==> src/hw/rtl/buc_pkg.sv <==
// Shared types and constants for the battery undervoltage cutoff block.
package buc_pkg;

    // Item operation codes.
    typedef enum logic [1:0] {
        OP_START    = 2'd0,
        OP_TICK     = 2'd1,
        OP_SAMPLE   = 2'd2,
        OP_RESERVED = 2'd3
    } buc_op_t;

    // Configuration register indexes.
    localparam logic [2:0] CFG_DIV_NUM      = 3'd0;
    localparam logic [2:0] CFG_DIV_DEN      = 3'd1;
    localparam logic [2:0] CFG_SAMPLES      = 3'd2;
    localparam logic [2:0] CFG_INTERVAL     = 3'd3;
    localparam logic [2:0] CFG_TIMEOUT      = 3'd4;
    localparam logic [2:0] CFG_LOW_THRESH   = 3'd5;
    localparam logic [2:0] CFG_RECOV_THRESH = 3'd6;

    localparam int CFG_INDEX_W = 3;
    localparam int CFG_DATA_W  = 20;

    // Configuration reset values.
    localparam logic [19:0] DIV_NUM_RST      = 20'd391000;
    localparam logic [19:0] DIV_DEN_RST      = 20'd91000;
    localparam logic [7:0]  SAMPLES_RST      = 8'd8;
    localparam logic [15:0] INTERVAL_RST     = 16'd10;
    localparam logic [15:0] TIMEOUT_RST      = 16'd2000;
    localparam logic [15:0] LOW_THRESH_RST   = 16'd3300;
    localparam logic [15:0] RECOV_THRESH_RST = 16'd3600;

    typedef struct packed {
        logic [1:0]  op;
        logic [11:0] adc_millivolts;
    } buc_in_t;

    typedef struct packed {
        logic        load_on;
        logic        low_battery;
        logic        decided;
        logic        measurement_valid;
        logic [15:0] battery_mv;
    } buc_out_t;

    // Request to the shared divider: quotient is saturated to 16 bits.
    typedef struct packed {
        logic        start;
        logic [31:0] dividend;
        logic [19:0] divisor;
    } buc_div_req_t;

    typedef struct packed {
        logic        busy;
        logic        done;
        logic [15:0] quotient;
    } buc_div_rsp_t;

endpackage

==> src/hw/rtl/buc_div.sv <==
// Radix-2 restoring divider with a 16-bit saturating quotient.
module buc_div
    import buc_pkg::*;
(
    input  logic         clk,
    input  logic         rst_n,
    input  buc_div_req_t req,
    output buc_div_rsp_t rsp
);

    logic        busy_reg, busy_next;
    logic        done_reg, done_next;
    logic [3:0]  cnt_reg, cnt_next;
    logic        sat_reg, sat_next;
    logic [19:0] rem_reg, rem_next;
    logic [15:0] dlo_reg, dlo_next;
    logic [15:0] quot_reg, quot_next;
    logic [19:0] divisor_reg, divisor_next;

    logic [20:0] trial;
    logic        fits;

    assign trial = {rem_reg, dlo_reg[15]};
    assign fits  = trial >= {1'b0, divisor_reg};

    always_comb
    begin
        busy_next    = busy_reg;
        done_next    = 1'b0;
        cnt_next     = cnt_reg;
        sat_next     = sat_reg;
        rem_next     = rem_reg;
        dlo_next     = dlo_reg;
        quot_next    = quot_reg;
        divisor_next = divisor_reg;
        if (req.start)
        begin
            // The quotient overflows 16 bits exactly when the upper half of the
            // dividend already reaches the divisor; a zero divisor lands here too.
            busy_next    = 1'b1;
            cnt_next     = '0;
            sat_next     = {4'b0, req.dividend[31:16]} >= req.divisor;
            rem_next     = {4'b0, req.dividend[31:16]};
            dlo_next     = req.dividend[15:0];
            quot_next    = '0;
            divisor_next = req.divisor;
        end
        else if (busy_reg)
        begin
            rem_next  = fits ? 20'(trial - {1'b0, divisor_reg}) : trial[19:0];
            dlo_next  = {dlo_reg[14:0], 1'b0};
            quot_next = {quot_reg[14:0], fits};
            cnt_next  = cnt_reg + 4'd1;
            if (cnt_reg == 4'd15)
            begin
                busy_next = 1'b0;
                done_next = 1'b1;
            end
        end
    end

    always_ff @(posedge clk or negedge rst_n)
    begin
        if (!rst_n)
        begin
            busy_reg <= 1'b0;
            done_reg <= 1'b0;
        end
        else
        begin
            busy_reg <= busy_next;
            done_reg <= done_next;
        end
    end

    always_ff @(posedge clk)
    begin
        cnt_reg     <= cnt_next;
        sat_reg     <= sat_next;
        rem_reg     <= rem_next;
        dlo_reg     <= dlo_next;
        quot_reg    <= quot_next;
        divisor_reg <= divisor_next;
    end

    assign rsp.busy     = busy_reg;
    assign rsp.done     = done_reg;
    assign rsp.quotient = sat_reg ? 16'hFFFF : quot_reg;

endmodule
==> config.mk <==
export PLATFORM = sky130hd
export DESIGN_NAME = buc_div
export DESIGN_NICKNAME = d
export VERILOG_FILES = /design/src/hw/rtl/buc_pkg.sv /design/src/hw/rtl/buc_div.sv
export SDC_FILE = /design/constraint.sdc
export NUM_CORES = 1
export LEC_CHECK = 0
export ABC_AREA = 0
export BUFFER_PORTS_ARGS = -buffer_cell sky130_fd_sc_hd__clkbuf_2
export CORE_UTILIZATION = 30
export CTS_CLUSTER_DIAMETER = 40
export DETAILED_ROUTE_END_ITERATION = 16
export GPL_TIMING_DRIVEN = 0
export PLACE_DENSITY = 0.48
export SLEW_MARGIN = 10
export SYNTH_ARGS = -nofsm -noshare
export SYNTH_HDL_FRONTEND = slang
export SYNTH_SLANG_ARGS = --single-unit
export TNS_END_PERCENT = 10
==> constraint.sdc <==
create_clock -name clk -period 4.3 [get_ports clk]
set_input_delay 0.43 -clock clk [delete_from_list [all_inputs] [get_ports clk]]
set_output_delay 0.43 -clock clk [all_outputs]
set_load 0.1 [all_outputs]
* Word-level counts from Yosys, hierarchy flattened
Cells that the tools add are included.
** Storage, ports and cells
- Bits in registers :: 79
- Bits of input ports :: 55
- Output and inout bits :: 18
- Word-level logic and storage cells :: 27
** Cells by class
- Add/subtract/negate cells :: 2
- Order comparisons :: 2
- Equality and inequality tests :: 1
- Multiplexer cells :: 12
- Reduce and logical (&&, ||, !) cells :: 1
** Operator list (count)
- 2-to-1 mux 16 bit :: 5
- >= comparator 21 x 20 -> 1 bit :: 1
- >= comparator 16 x 20 -> 1 bit :: 1
- 2-to-1 mux 20 bit :: 1
- subtractor 20 bit :: 1
- 2-to-1 mux 1 bit :: 6
- adder 4 x 1 -> 4 bit, second input constant :: 1
- == test 4 bit, second input constant :: 1
- nonzero test 2 bit :: 1

* Depth between registers and ports, before layout
- Word-level depth :: 4
- Mapped depth :: 12
- Mapped depth without buffers :: 10

* Worst setup path after synthesis
OpenSTA, ideal clock, no wires.
- Path kind :: reg2reg
- Start :: reg rem_reg[13]
- End :: reg rem_reg[3] (data pin)
- Library setup time :: 0.260 ns
- Data arrival time :: 2.551 ns
- Data required time :: 4.040 ns
- Setup slack :: 1.489 ns
- Cell stages (with the launch flop) :: 10
- Buffers on the path :: 1
- Period minus slack after synthesis :: 2.811 ns
- Cells stage by stage :: edfxtp_1 > ha_1 > buf_2 > nand3_2 > or4_1 > o21ba_1 > a41o_4 > inv_4 > mux2_1 > mux2_2
** On the way
- Longest elaborated chain between the ends :: 4
** RTL lines
- from (decl) :: RTL line buc_div.sv:15 : logic [19:0] rem_reg, rem_next;
- from (signal assigned) :: RTL line buc_div.sv:80 : rem_reg <= rem_next;
- >= comparator 21 x 20 -> 1 bit :: RTL line buc_div.sv:24 : assign fits = trial >= {1'b0, divisor_reg};
- 2-to-1 mux 20 bit :: RTL line buc_div.sv:50 : rem_next = fits ? 20'(trial - {1'b0, divisor_reg}) : trial[19:0];
- 2-to-1 mux 16 bit :: RTL line buc_div.sv:48 : else if (busy_reg)
- 2-to-1 mux 16 bit :: RTL line buc_div.sv:36 : if (req.start)
- net rem_next[3] :: RTL line buc_div.sv:15
The timed path passes the listed nets, and every way through them passes these cells. The select of a mux whose other input is x is not followed.
A chain may end at the register's enable or synchronous reset.

* Worst setup path after layout
- Start :: reg rem_reg[14]
- End :: reg rem_reg[3] (data pin)
Same word-level chain as after synthesis.

==> results.ini <==
[status]
run_status = complete, no violations

[final_layout]
fin_nets = 660
layout-drive-gt1-share_pct = 23.43
num_antenna_cells = 0
syn_to_final_growth_pct = 19.56
nFillCells = 1635
stdcell_count = 788
utilization_pct = 36.68

[floorplanning]
row_count = 46
fp.dieW_um = 129.2
dieArea_um2 = 16700
start_util_pct = 30.68
io_pins = 73
die_h_um = 129.2
core_area_um2 = 15830

[place]
dp_hpwl_um = 8809
port_buffers = 72
gp_congestion = 0.8278
dp.cells = 771

[synth]
synthMostInstantiatedCell = edfxtp_1
synth-seq-area-share_pct = 43.70
syn_nets = 576
ys_warn_count = 0
synth_cell_types = 60
ys.flop_type = edfxtp_1
synthArstFlopShare_pct = 2.532
synthCells = 483
synthTopCellsByArea = edfxtp_1 (33%), dfxtp_1 (9.9%), ha_1 (9.5%)
synthTopCellsByCount = edfxtp_1 (53), nor2_1 (47), inv_1 (42)
yosys.area.top_type_share_pct = 32.78
synth_enable_flop_cells = 53
synth_top_area_cell = edfxtp_1
synthesis.area_um2 = 4856
avgSynthCellArea_um2 = 10.05
synth.ff_latch_count = 79

[clock_network]
clock_path_buffers = 2
clockRootBuffer = clkbuf_16
post_cts_buffers = 0
clkTransAtPathRegs_ps = 60
cts_tree = done
cts_buffers = 9
clk_latency_ps = 330
clock_sinks = 79
htree_levels = 3

[worst_setup_path]
path_delay_family = simple AND/OR/NAND/NOR gates
rrSetupSlack_ps = 1200
start_kind = flop
cp_slowest_cell = or4_1
path_class = flop to flop
worstPathArrival_ps = 3180
critPathMaxFanout = 10
crit_chain = ha_1 > buf_2 > nand3_2 > or4_1 > o21ba_1 > a41o_4 > inv_4 > mux2_1 > mux2_2
critical-path-max-stage-delay_ps = 540
required_ps = 4380
path_buf_inv = 2
crit_path_end_kind = flop

[flow_run]
cap_violations = 0

[power_and_ir_drop]
power_leakage_nw = 2.647
finalPower_w = 0.003125
ir_drop_mv = 0.2259
p_per_area_nw_per_um2 = 538.3

[drt]
via_count = 3750
drtPass1Iterations = 4
drc = 0
ant_nets = 0
wl_per_cell_um = 14.63
wirelength_um = 11530
vias_per_cell = 4.759
drtIter0Drc = 159

[timing]
totalNegativeSetupSlack_ps = 0
period_minus_slack_ps = 3098
finalHoldViolCount = 0
clock_skew_ps = 6.614
slew_violations = 0
period_share_pct = 72.05
tightest_slew_ps = 849.2
slew_headroom_pct = 41.92
rsz0062_at_grt = no
fmax_ghz = 0.3228
setup_viol = 0

[worst_hold_path]
hold_class = input port to flop

[grt]
grt_max_degree = 33
grt_overflow_total = 0
busiest_layer = met2
grtUsageMet1_pct = 19.77
antenna_found_initial = 0
grt_pass1_vias = 3924
met2_usage_pct = 25.27
use_met3_pct = 2.973
grt_pass1_wl_um = 19530
grt_usage_pct = 15.11

## cell usage in the layout, fill, tap and decap left out, drive strengths merged, types with 5 or more instances in the layout
| cell type | synthesis | layout |
|---|---|---|
| clkbuf | 13 | 96 |
| edfxtp | 53 | 53 |
| nor2 | 47 | 47 |
| inv | 43 | 43 |
| ha | 37 | 37 |
| a21oi | 28 | 28 |
| o21ai | 28 | 28 |
| nand2 | 26 | 26 |
| mux2i | 24 | 24 |
| dfxtp | 24 | 24 |
| mux2 | 18 | 18 |
| or2 | 17 | 17 |
| a21o | 13 | 13 |
| xnor2 | 10 | 10 |
| buf | 10 | 10 |
| nand2b | 8 | 8 |
| nand3 | 8 | 8 |
| nand4 | 7 | 7 |
| xor2 | 7 | 7 |
| a211oi | 6 | 6 |
| nor2b | 5 | 5 |
| o21a | 5 | 5 |
| nor3 | 5 | 5 |
## report_power, final
| part | leakage, nW | switching (W) | internal, W | total (W) |
|---|---|---|---|---|
| registers | 0.767 | 0.0000598 | 0.000942 | 0.00100 |
| logic | 1.73 | 0.000811 | 0.000523 | 0.00133 |
| clock network | 0.148 | 0.000306 | 0.000483 | 0.000789 |
## path summary, 6_finish.rpt
kind                       depth (start not counted)                   endpoint                      start
hold / removal                                     1  divisor_reg[19]$_DFFE_PP_                    req[19]
max in group asynchronous                          2         busy_reg$_DFF_PN0_                      rst_n
setup reg to reg                                   9       rem_reg[3]$_DFFE_PP_      rem_reg[14]$_DFFE_PP_
setup / recovery                                   9       rem_reg[3]$_DFFE_PP_      rem_reg[14]$_DFFE_PP_
hold reg to reg                                    2  quot_reg[15]$_SDFFE_PP0P_  quot_reg[15]$_SDFFE_PP0P_
min in group asynchronous                          2         done_reg$_DFF_PN0_                      rst_n
## layer usage
layer / up-vias / part of all wire [%]
li1: 1894 / -
met1: 1785 / 47
met2: 64 / 49
met3: 7 / 3.5
met4: 0 / 1.0
met5: - / 0
## per-stage QoR
step	hold WS, ps	setup slack [ps]	area [um^2]
finish	284.0	1202	5806
global route	271.3	1095	5806
CTS	274.1	906.9	5806
detailed placement	216.1	572.3	5487
global placement	214.9	695.0	5487
floorplan	134.4	1489	4856
## cells by family (layout without fill, tap and decap cells)
family	after synthesis	after routing	synth area share, %
adders and majority gates	38	38	9.946
AOI/OAI and AO/OA	104	104	14.35
and+or+nand+nor	137	137	14.22
xor gates and xnor gates	17	17	3.066
DFF	79	79	43.70
buffers and inverters	66	155	5.591
muxes	42	42	9.121
## area by class of cell
class / count / area (um^2) / area share (%)
flip-flops and latches: 79 / 2122 / 36.55
inverters: 43 / 163.9 / 2.823
multi-input cells: 338 / 2462 / 42.41
repair buffers: 73 / 370.4 / 6.379
clock buffers: 11 / 254.0 / 4.375
plain buffers: 23 / 107.6 / 1.853
clock inverters: 5 / 55.05 / 0.9483
well taps: 216 / 270.3 / 4.655
## what timing repair did
action                                 CTS  global route
endpoints found under the hold margin    2             0
gates resized for setup                  0             0
hold buffers                             1             0
Power figures use the tool's default switching activity.
